**config.mk**
```make
export PLATFORM = sky130hd
export DESIGN_NAME = pl_ctrl
export DESIGN_NICKNAME = d
export VERILOG_FILES = /design/src/sv/pl_pkg.sv /design/src/sv/pl_ctrl.sv
export SDC_FILE = /design/constraint.sdc
export NUM_CORES = 1
export LEC_CHECK = 0
export BUFFER_PORTS_ARGS = -buffer_cell sky130_fd_sc_hd__buf_4
export CAP_MARGIN = 20
export CORE_MARGIN = 1.5
export CORE_UTILIZATION = 37
export CTS_CLUSTER_SIZE = 16
export DETAILED_ROUTE_END_ITERATION = 16
export PLACE_DENSITY = 0.72
export SETUP_SLACK_MARGIN = 0.15
export SYNTH_ARGS = -nofsm -noshare
export SYNTH_HDL_FRONTEND = slang
export SYNTH_SLANG_ARGS = --single-unit
```
**constraint.sdc**
```tcl
create_clock -name clk -period 1.2 [get_ports clk]
set_input_delay 0.06 -clock clk [delete_from_list [all_inputs] [get_ports clk]]
set_output_delay 0.06 -clock clk [all_outputs]
set_load 0.05 [all_outputs]
```
**src/sv/pl_pkg.sv**
```systemverilog
package pl_pkg;

  localparam int FUNC_W = 2;
  localparam int POS_W  = 8;
  localparam int VAL_W  = 32;
  localparam int FPOS_W = 7;
  localparam int CNT_W  = 8;

  // Operation codes; the fourth code has no member and falls to a default arm
  typedef enum logic [FUNC_W-1:0] {
    FUNC_SEARCH = 2'd0,
    FUNC_INSERT = 2'd1,
    FUNC_DELETE = 2'd2
  } func_t;

  typedef enum logic [3:0] {
    ST_IDLE,
    ST_DECIDE,
    ST_SRCH_RD,
    ST_SRCH_CMP,
    ST_INS_CHK,
    ST_INS_WR,
    ST_DEL_CHK,
    ST_DEL_WR,
    ST_FINISH
  } state_t;

  // Source of the index load
  typedef enum logic [1:0] {
    IDX_ZERO,
    IDX_COUNT,
    IDX_POS
  } idx_sel_t;

  // Read address relative to the index
  typedef enum logic [1:0] {
    RD_HERE,
    RD_DOWN,
    RD_UP
  } rd_sel_t;

  // Write data source
  typedef enum logic {
    WR_VALUE,
    WR_READ
  } wr_sel_t;

  typedef struct packed {
    logic     load;
    logic     idx_set;
    idx_sel_t idx_sel;
    logic     idx_inc;
    logic     idx_dec;
    logic     rd_en;
    rd_sel_t  rd_sel;
    logic     wr_en;
    wr_sel_t  wr_sel;
    logic     cnt_inc;
    logic     cnt_dec;
    logic     res_set;
    logic     res_ok;
    logic     res_found;
    logic     out_load;
  } pl_cmd_t;

  typedef struct packed {
    logic [FUNC_W-1:0] op;
    logic              ins_ok;
    logic              del_ok;
    logic              cnt_zero;
    logic              idx_at_pos;
    logic              idx_last;
    logic              hit;
  } pl_status_t;

endpackage

```
**src/sv/pl_ctrl.sv**
```systemverilog
module pl_ctrl (
  input  logic               clk,
  input  logic               rst_n,
  input  logic               in_valid,
  output logic               in_ready,
  output logic               out_valid,
  input  logic               out_ready,
  input  pl_pkg::pl_status_t st,
  output pl_pkg::pl_cmd_t    cmd
);
  import pl_pkg::*;

  state_t state_r, state_nxt;
  logic   out_valid_r, out_valid_nxt;

  always_ff @(posedge clk) begin
    if (!rst_n) begin
      state_r     <= ST_IDLE;
      out_valid_r <= 1'b0;
    end else begin
      state_r     <= state_nxt;
      out_valid_r <= out_valid_nxt;
    end
  end

  assign in_ready  = state_r == ST_IDLE;
  assign out_valid = out_valid_r;

  // Sequence one operation; finish waits for a free output register
  always_comb begin
    state_nxt = state_r;
    cmd       = '0;
    unique case (state_r)
      ST_IDLE: begin
        if (in_valid) begin
          cmd.load  = 1'b1;
          state_nxt = ST_DECIDE;
        end
      end
      ST_DECIDE: begin
        case (st.op)
          FUNC_SEARCH: begin
            if (st.cnt_zero) begin
              cmd.res_set = 1'b1;
              state_nxt   = ST_FINISH;
            end else begin
              cmd.idx_set = 1'b1;
              cmd.idx_sel = IDX_ZERO;
              state_nxt   = ST_SRCH_RD;
            end
          end
          FUNC_INSERT: begin
            if (!st.ins_ok) begin
              cmd.res_set = 1'b1;
              state_nxt   = ST_FINISH;
            end else begin
              cmd.idx_set = 1'b1;
              cmd.idx_sel = IDX_COUNT;
              state_nxt   = ST_INS_CHK;
            end
          end
          FUNC_DELETE: begin
            if (!st.del_ok) begin
              cmd.res_set = 1'b1;
              state_nxt   = ST_FINISH;
            end else begin
              cmd.idx_set = 1'b1;
              cmd.idx_sel = IDX_POS;
              state_nxt   = ST_DEL_CHK;
            end
          end
          default: begin
            cmd.res_set = 1'b1;
            state_nxt   = ST_FINISH;
          end
        endcase
      end
      ST_SRCH_RD: begin
        cmd.rd_en  = 1'b1;
        cmd.rd_sel = RD_HERE;
        state_nxt  = ST_SRCH_CMP;
      end
      ST_SRCH_CMP: begin
        if (st.hit) begin
          cmd.res_set   = 1'b1;
          cmd.res_ok    = 1'b1;
          cmd.res_found = 1'b1;
          state_nxt     = ST_FINISH;
        end else if (st.idx_last) begin
          cmd.res_set = 1'b1;
          state_nxt   = ST_FINISH;
        end else begin
          cmd.idx_inc = 1'b1;
          state_nxt   = ST_SRCH_RD;
        end
      end
      ST_INS_CHK: begin
        if (st.idx_at_pos) begin
          cmd.wr_en   = 1'b1;
          cmd.wr_sel  = WR_VALUE;
          cmd.cnt_inc = 1'b1;
          cmd.res_set = 1'b1;
          cmd.res_ok  = 1'b1;
          state_nxt   = ST_FINISH;
        end else begin
          cmd.rd_en  = 1'b1;
          cmd.rd_sel = RD_DOWN;
          state_nxt  = ST_INS_WR;
        end
      end
      ST_INS_WR: begin
        cmd.wr_en   = 1'b1;
        cmd.wr_sel  = WR_READ;
        cmd.idx_dec = 1'b1;
        state_nxt   = ST_INS_CHK;
      end
      ST_DEL_CHK: begin
        if (st.idx_last) begin
          cmd.cnt_dec = 1'b1;
          cmd.res_set = 1'b1;
          cmd.res_ok  = 1'b1;
          state_nxt   = ST_FINISH;
        end else begin
          cmd.rd_en  = 1'b1;
          cmd.rd_sel = RD_UP;
          state_nxt  = ST_DEL_WR;
        end
      end
      ST_DEL_WR: begin
        cmd.wr_en   = 1'b1;
        cmd.wr_sel  = WR_READ;
        cmd.idx_inc = 1'b1;
        state_nxt   = ST_DEL_CHK;
      end
      ST_FINISH: begin
        if (!out_valid_r || out_ready) begin
          cmd.out_load = 1'b1;
          state_nxt    = ST_IDLE;
        end
      end
      default: state_nxt = ST_IDLE;
    endcase
  end

  // Raise valid on load, drop it once the beat is taken
  always_comb begin
    if (cmd.out_load) begin
      out_valid_nxt = 1'b1;
    end else if (out_ready) begin
      out_valid_nxt = 1'b0;
    end else begin
      out_valid_nxt = out_valid_r;
    end
  end

endmodule

```
==> impl_metrics.yaml, run 1 <==
status:
  outcome: "aborted with a tool error"
  stop_stage: "global routing"
  firstError: "[ERROR DPL-0033] detailed placement checks failed during check placement."
floorplanning:
  die_h_um: 41
  rows: 13
  io_pins: 31
  start_util: 0.406
  die-width_um: 41
clock_tree:
  cts_root_buffer: "clkbuf_4"
  ctsHtreeMaxLevel: 1
  clockBufferDepth: 2
  postCtsHoldBufs: 0
  numCtsBuffers: 3
  numClockSinks: 5
grt:
  grt_antenna_before_repair: 0
  grt_max_degree: 8
logic_synthesis:
  synth.cell_area_sq_um: 534
  synth_warnings: 0
  postSynthAreaPerCell_sq_um: 7.63
  synth_cells: 70
  ys_seq_area_frac: 0.187
  synth-seq-cells: 5
  syn_nets: 82
  async_flop_share: 0
  synthDistinctLibCells: 39
  ys.flop_type: "dfxtp_1"
  synth-edff-count: 0
timing:
  worst-ep-kind: "top-level output"
  crit_endpoint: "cmd[3]"
placed_design:
  globalplace.congestion: 0.792
  hpwl_mm: 1.16
  io_buffer_count: 30
  dpl.cell_count: 120
## synthesized netlist by cell type, types with 2 or more instances
cell	instances	share of area
buf_2	2	0.019
inv_1	7	0.049
dfxtp_1	5	0.19
nor4b_1	2	0.033
nor2b_1	5	0.059
nor2_1	8	0.056
nand2b_1	2	0.023
buf_6	2	0.042
nand2_1	4	0.028
nand3b_1	4	0.056
## kinds of logic after synthesis
group,Yosys count,share of synthesized area
and+or+nand+nor,39,0.459
AOI/OAI and AO/OA,13,0.208
buffers and inverters,12,0.124
DFF,5,0.187
muxes,1,0.0211
## repair_timing
action | CTS
pin swaps | 7
setup buffers | 8
endpoints found under the setup margin | 23
gates resized for setup | 44
## per-stage QoR
step / setup TNS [ns] / hold WS [ns] / area (sq um) / setup slack (ns)
CTS: -6.27 / 0.0413 / 1170 / -0.503
detailed placement: -2.06 / 0.291 / 912 / -0.280
global placement: -1.87 / 0.288 / 912 / -0.260
floorplan: -2.09 / 0.178 / 642 / -0.394
==> run 2, diff against run 1 <==
Settings changed: CORE_AREA from default to 2 2 63 65, CORE_MARGIN 1.5 to default, CORE_UTILIZATION 37 to default, CTS_CLUSTER_SIZE 16 to default, DIE_AREA from default to 0 0 65 67, PLACE_DENSITY 0.72 to default, PLACE_DENSITY_LB_ADDON from default to 0.15, SETUP_SLACK_MARGIN 0.15 to default.
Clock period 1.2 ns to 1.56 ns, I/O delays scaled along.
==> run 2 against run 1 <==
  * The flow now finishes, with violations (setup timing)
  * Area after synthesis unchanged
  * Synthesized cell count unchanged
==> impl_metrics.yaml, run 2 <==
grt:
  grt_pass1_wl_mm: 2.96
  overflow: 0
  grt_usage: 0.0886
  first_global_vias: 632
  grt_max_degree: 8
  grt_antenna_before_repair: 0
timing:
  rsz0062_at_grt: "true"
  setup_viol: 6
  drv_slew: 0
  relSlewSlack: 0.649
  hold_ws_ns: 0.0986
  fmax_mhz: 583
  finalClockSkew_ns: 0.000323
  worst_slew_pin_slew_ns: 0.513
  fin_crit_ns: 1.71
  setup_slack_ns: -0.154
  hold_violations: 0
  setup_tns_ns: -0.599
  fin_crit_sh: 1.10
pwr:
  p_int_mw: 0.575
  total_leakage_power_nw: 0.552
  seq_power_share: 0.171
  combPwrFrac: 0.569
  ir_worst_vdd_mv: 0.414
  power.switching_mw: 0.361
  p_clk_frac: 0.260
  swShare: 0.385
  total_power_mw: 0.936
  power.density_nw_per_um2: 768
detailed_routing:
  viasPerCell: 4.08
  routed_wl_mm: 1.99
  wl_per_cell_um: 11.6
  num_vias: 698
  route.detailed.drc: 0
  postRouteAntennaNets: 0
  first_pass_iters: 4
  drtIter0Drc: 7
logic_synthesis:
  synth_cells: 70
  synthMostInstantiatedCell: "nor2_1"
  synth_warnings: 0
  synth_area_leaders: "dfxtp_1, nor2b_1, nand3b_1"
  synth-edff-count: 0
  synth-seq-cells: 5
  synth_top_area_share: 0.187
  async_flop_share: 0
  synthDistinctLibCells: 39
  postSynthAreaPerCell_sq_um: 7.63
  synthTopCellsByCount: "nor2_1, inv_1, dfxtp_1, nor2b_1"
  ys.flop_type: "dfxtp_1"
  yosys.area.top_type: "dfxtp_1"
  ys_seq_area_frac: 0.187
  synth.cell_area_sq_um: 534
  syn_nets: 82
critical_path:
  r2r-end: "state_r[1]$_SDFFE_PN0P_"
  cp-startpoint: "state_r[3]$_SDFFE_PN0P_"
  ff2ff_path_depth: 5
  arrival_ns: 1.64
  path_class: "reg2out"
  endpoint_kind: "output port"
  ff2ff_setup_slack_ns: 0.06
  crit_path_start_kind: "flop"
  r2r_start: "state_r[3]$_SDFFE_PN0P_"
  cp-endpoint: "cmd[14]"
  path_max_fanout: 3
  worstPathRequired_ns: 1.48
clock_tree:
  clk-insertion-delay-late_ns: 0.22
  ctsHtreeMaxLevel: 1
  clkTransAtPathRegs_ns: 0.04
  numCtsBuffers: 3
  cts_root_buffer: "clkbuf_8"
  clockBufferDepth: 2
  numClockSinks: 5
  cts_tree: "done"
floorplanning:
  die-area_sq_um: 4360
  die-width_um: 65
  start_util: 0.148
  coreArea_sq_um: 3610
  io_pins: 31
  die_h_um: 67
  rows: 22
status:
  violations: "setup timing"
  outcome: "finished with violations"
final_layout:
  drive_above_1_share: 0.699
  largest_reg_flops: 4
  layout.cells.most_common: "buf_4"
  top_register: "state_r"
  syn_to_final_growth_pct: 128
  fin_area_sq_um: 1220
  n_antenna_cell: 0
  fin_nets: 136
  layout_common_cells: "buf_4, buf_6, buf_8"
placed_design:
  globalplace.congestion: 0.716
  hpwl_mm: 1.40
  io_buffer_count: 30
  place_area_sq_um: 892
worst_hold_path:
  min_path_type: "in2reg"
run:
  drv_cap: 0
==> run 2: layout make-up <==
type                       instances  area, sq um
inverter                           7         30.0
fill                             398         2390
clock buffer                       4         45.0
multi-input combinational         53          479
timing repair buffer              54          492
sequential                         5          113
tap                               48         60.1
==> run 2: worst max-delay path: stages (launching register included) <==
cell,delay (ns)
dfxtp_4,0.34
or4b_4,0.57
buf_4,0.16
buf_6,0.11
nor2_4,0.07
buf_6,0.16
==> run 2: layer usage <==
layer  track usage  up-vias  wire (um)
met5             0        -          0
met4        0.0239        0          0
met3        0.0220        0         93
met2         0.147       20       1030
met1         0.114      325        867
li1              -      353          -
==> run 2: how the worst min path moves through the flow <==
| stage | startpoint | endpoint | slack [ns] | cells past startpoint |
|---|---|---|---|---|
| global placement | rst_n | state_r[1]$_SDFFE_PN0P_ | 0.31 | 2 |
| floorplan | rst_n | state_r[1]$_SDFFE_PN0P_ | 0.20 | 1 |
| global route | rst_n | state_r[1]$_SDFFE_PN0P_ | 0.11 | 2 |
| CTS | rst_n | state_r[1]$_SDFFE_PN0P_ | 0.09 | 2 |
| finish | rst_n | state_r[1]$_SDFFE_PN0P_ | 0.1 | 2 |
| detailed placement | rst_n | state_r[1]$_SDFFE_PN0P_ | 0.31 | 2 |
==> run 2: cell families (layout without fill, tap and decap cells) <==
| kind of cell | Yosys count | in the layout | share of synthesized area |
|---|---|---|---|
| flip-flops | 5 | 5 | 0.187 |
| AO/OA/AOI/OAI | 13 | 13 | 0.208 |
| AND/OR/NAND/NOR | 39 | 39 | 0.459 |
| buffers and inverters | 12 | 65 | 0.124 |
| multiplexers | 1 | 1 | 0.0211 |
==> run 2: power groups by stage <==
stage,Combinational [mW],Sequential [mW],Clock [mW]
after floorplan,0.265,0.157,0
after global placement,0.388,0.160,0
after detailed placement,0.388,0.160,0
after CTS,0.466,0.159,0.245
after global routing,0.568,0.163,0.266
final,0.533,0.160,0.243
==> run 2: repair_timing <==
item	CTS	global route
buffers inserted	7	9
hold buffers	0	0
setup endpoints to repair	10	13
pin swaps	5	9
gates cloned	0	0
resized for setup	29	19
==> run 2: metrics by stage <==
stage	setup slack, ns	utilization	cells
6_report	-0.154	0.338	171
5_1_grt	-0.187	0.338	171
4_1_cts	-0.162	0.301	165
3_5_place_dp	-0.00818	0.247	154
3_3_place_gp	0.0210	0.247	154
2_1_floorplan	-0.0797	-	70
Note: power is estimated with default switching activity, not from simulation.
==> run 3, diff against run 2 <==
Settings changed: PLACE_DENSITY from default to 0.33, PLACE_DENSITY_LB_ADDON 0.15 to default.
==> run 3 against run 2 <==
  * The flow still finishes with violations (setup timing)
  * Sequential cell count stayed put
  * Utilization is 2.4 points lower
  * Clock power hardly changed
  * Combinational power is 8.8% lower
  * Fmax hardly changed
  * Routed wire length is 7.7% lower
  * Largest cell class unchanged
==> impl_metrics.yaml, run 3 (synthesis gave the netlist of run 2 again) <==
final_layout:
  fin_cells: 166
  syn_to_final_growth_pct: 112
  largest_reg_flops: 4
  layout.cells.most_common: "buf_4"
  top_register: "state_r"
  layout_common_cells: "buf_4, buf_6, buf_8"
  n_antenna_cell: 0
  fin_area_sq_um: 1130
  fin_nets: 131
  drive_above_1_share: 0.661
clock_tree:
  clkTransAtPathRegs_ns: 0.04
  clockBufferDepth: 2
  ctsHtreeMaxLevel: 1
  numClockSinks: 5
  clk-insertion-delay-late_ns: 0.22
  cts_root_buffer: "clkbuf_8"
  cts_tree: "done"
  numCtsBuffers: 3
timing:
  worst_slew_pin_slew_ns: 0.459
  hold_ws_ns: 0.0783
  drv_slew: 0
  hold_violations: 0
  finalClockSkew_ns: 0.00331
  setup_slack_ns: -0.156
  setup_viol: 8
  relSlewSlack: 0.686
  fmax_mhz: 583
  fin_crit_ns: 1.72
  fin_crit_sh: 1.10
  rsz0062_at_grt: "true"
detailed_routing:
  viasPerCell: 4.01
  first_pass_iters: 3
  postRouteAntennaNets: 0
  route.detailed.drc: 0
  wl_per_cell_um: 11.0
  drtIter0Drc: 24
  num_vias: 665
  routed_wl_mm: 1.83
grt:
  met1_usage: 0.107
  grt.busiest_layer: "met2"
  grt_max_degree: 8
  overflow: 0
  grt_use_met3: 0.0203
  grt_antenna_before_repair: 0
  met2_usage: 0.160
  grt_pass1_wl_mm: 2.99
  first_global_vias: 680
  grt_usage: 0.0885
placed_design:
  place_area_sq_um: 892
  io_buffer_count: 30
  globalplace.congestion: 0.656
  hpwl_mm: 1.46
  dpl_worst_slack_ns: -0.0249
  dpl.cell_count: 154
pwr:
  total_power_mw: 0.889
  ir_worst_vdd_mv: 0.562
  total_leakage_power_nw: 0.518
  power.density_nw_per_um2: 786
floorplanning:
  start_util: 0.148
  die_h_um: 67
  coreArea_sq_um: 3610
  die-area_sq_um: 4360
  rows: 22
  io_pins: 31
  die-width_um: 65
critical_path:
  crit_chain: "or4b_4 > buf_6 > nor2_4 > or2_4 > buf_8"
  cpMaxStageDelayCell: "or4b_4"
  crit_path_start_kind: "flop"
  cpPeakStageDelay_ns: 0.58
  path_max_fanout: 5
  path_buf_inv: 2
  arrival_ns: 1.64
  worstPathRequired_ns: 1.48
  path_class: "reg2out"
  endpoint_kind: "output port"
  critPathTopFamily: "simple AND/OR/NAND/NOR gates"
run:
  drv_cap: 0
status:
  outcome: "finished with violations"
  violations: "setup timing"
worst_hold_path:
  min_path_type: "in2reg"
## run 3: report_power, final
group	total (mW)	internal [mW]	switching, mW
clock	0.242	0.172	0.0696
combinational	0.486	0.230	0.256
sequential	0.162	0.143	0.0187
total	0.889	0.545	0.344
## run 3: per-layer routing
layer,part of all wire,wire (um)
met4,0,0
met2,0.50,921
met5,0,0
met3,0.043,79
met1,0.45,832
## run 3: cell type report
cell class,instances,area (sq um)
clock buffer,3,41.3
clock inverter,1,5.00
fill,400,2470
inverter,7,30.0
multi-input combinational,53,434
sequential,5,110
tap,48,60.1
timing repair buffer,49,450
## run 3: path summary, 6_finish.rpt
check,from,end,slack [ns],cells after the start
worst min register to register,out_valid$_SDFFE_PN0P_,out_valid$_SDFFE_PN0P_,0.61,3
worst max-delay path,state_r[1]$_SDFFE_PN0P_,cmd[15],-0.16,5
worst max register to register,state_r[1]$_SDFFE_PN0P_,state_r[1]$_SDFFE_PN0P_,0.13,4
worst min-delay path,rst_n,state_r[1]$_SDFFE_PN0P_,0.08,2
## run 3: timing repair
item                                    in CTS  in global routing
buffers inserted                             8                  3
gates resized for setup                     21                 18
hold buffers                                 0                  0
endpoints found under the setup margin      10                 13
pin swaps                                    5                  7
## run 3: through the flow
stage | TNS (ns) | utilization
5_1_grt | -1.05 | 0.314
3_5_place_dp | -0.0249 | 0.247
4_1_cts | -0.542 | 0.293
2_1_floorplan | -0.0797 | -
3_3_place_gp | -0.0105 | 0.247
6_report | -0.564 | 0.314
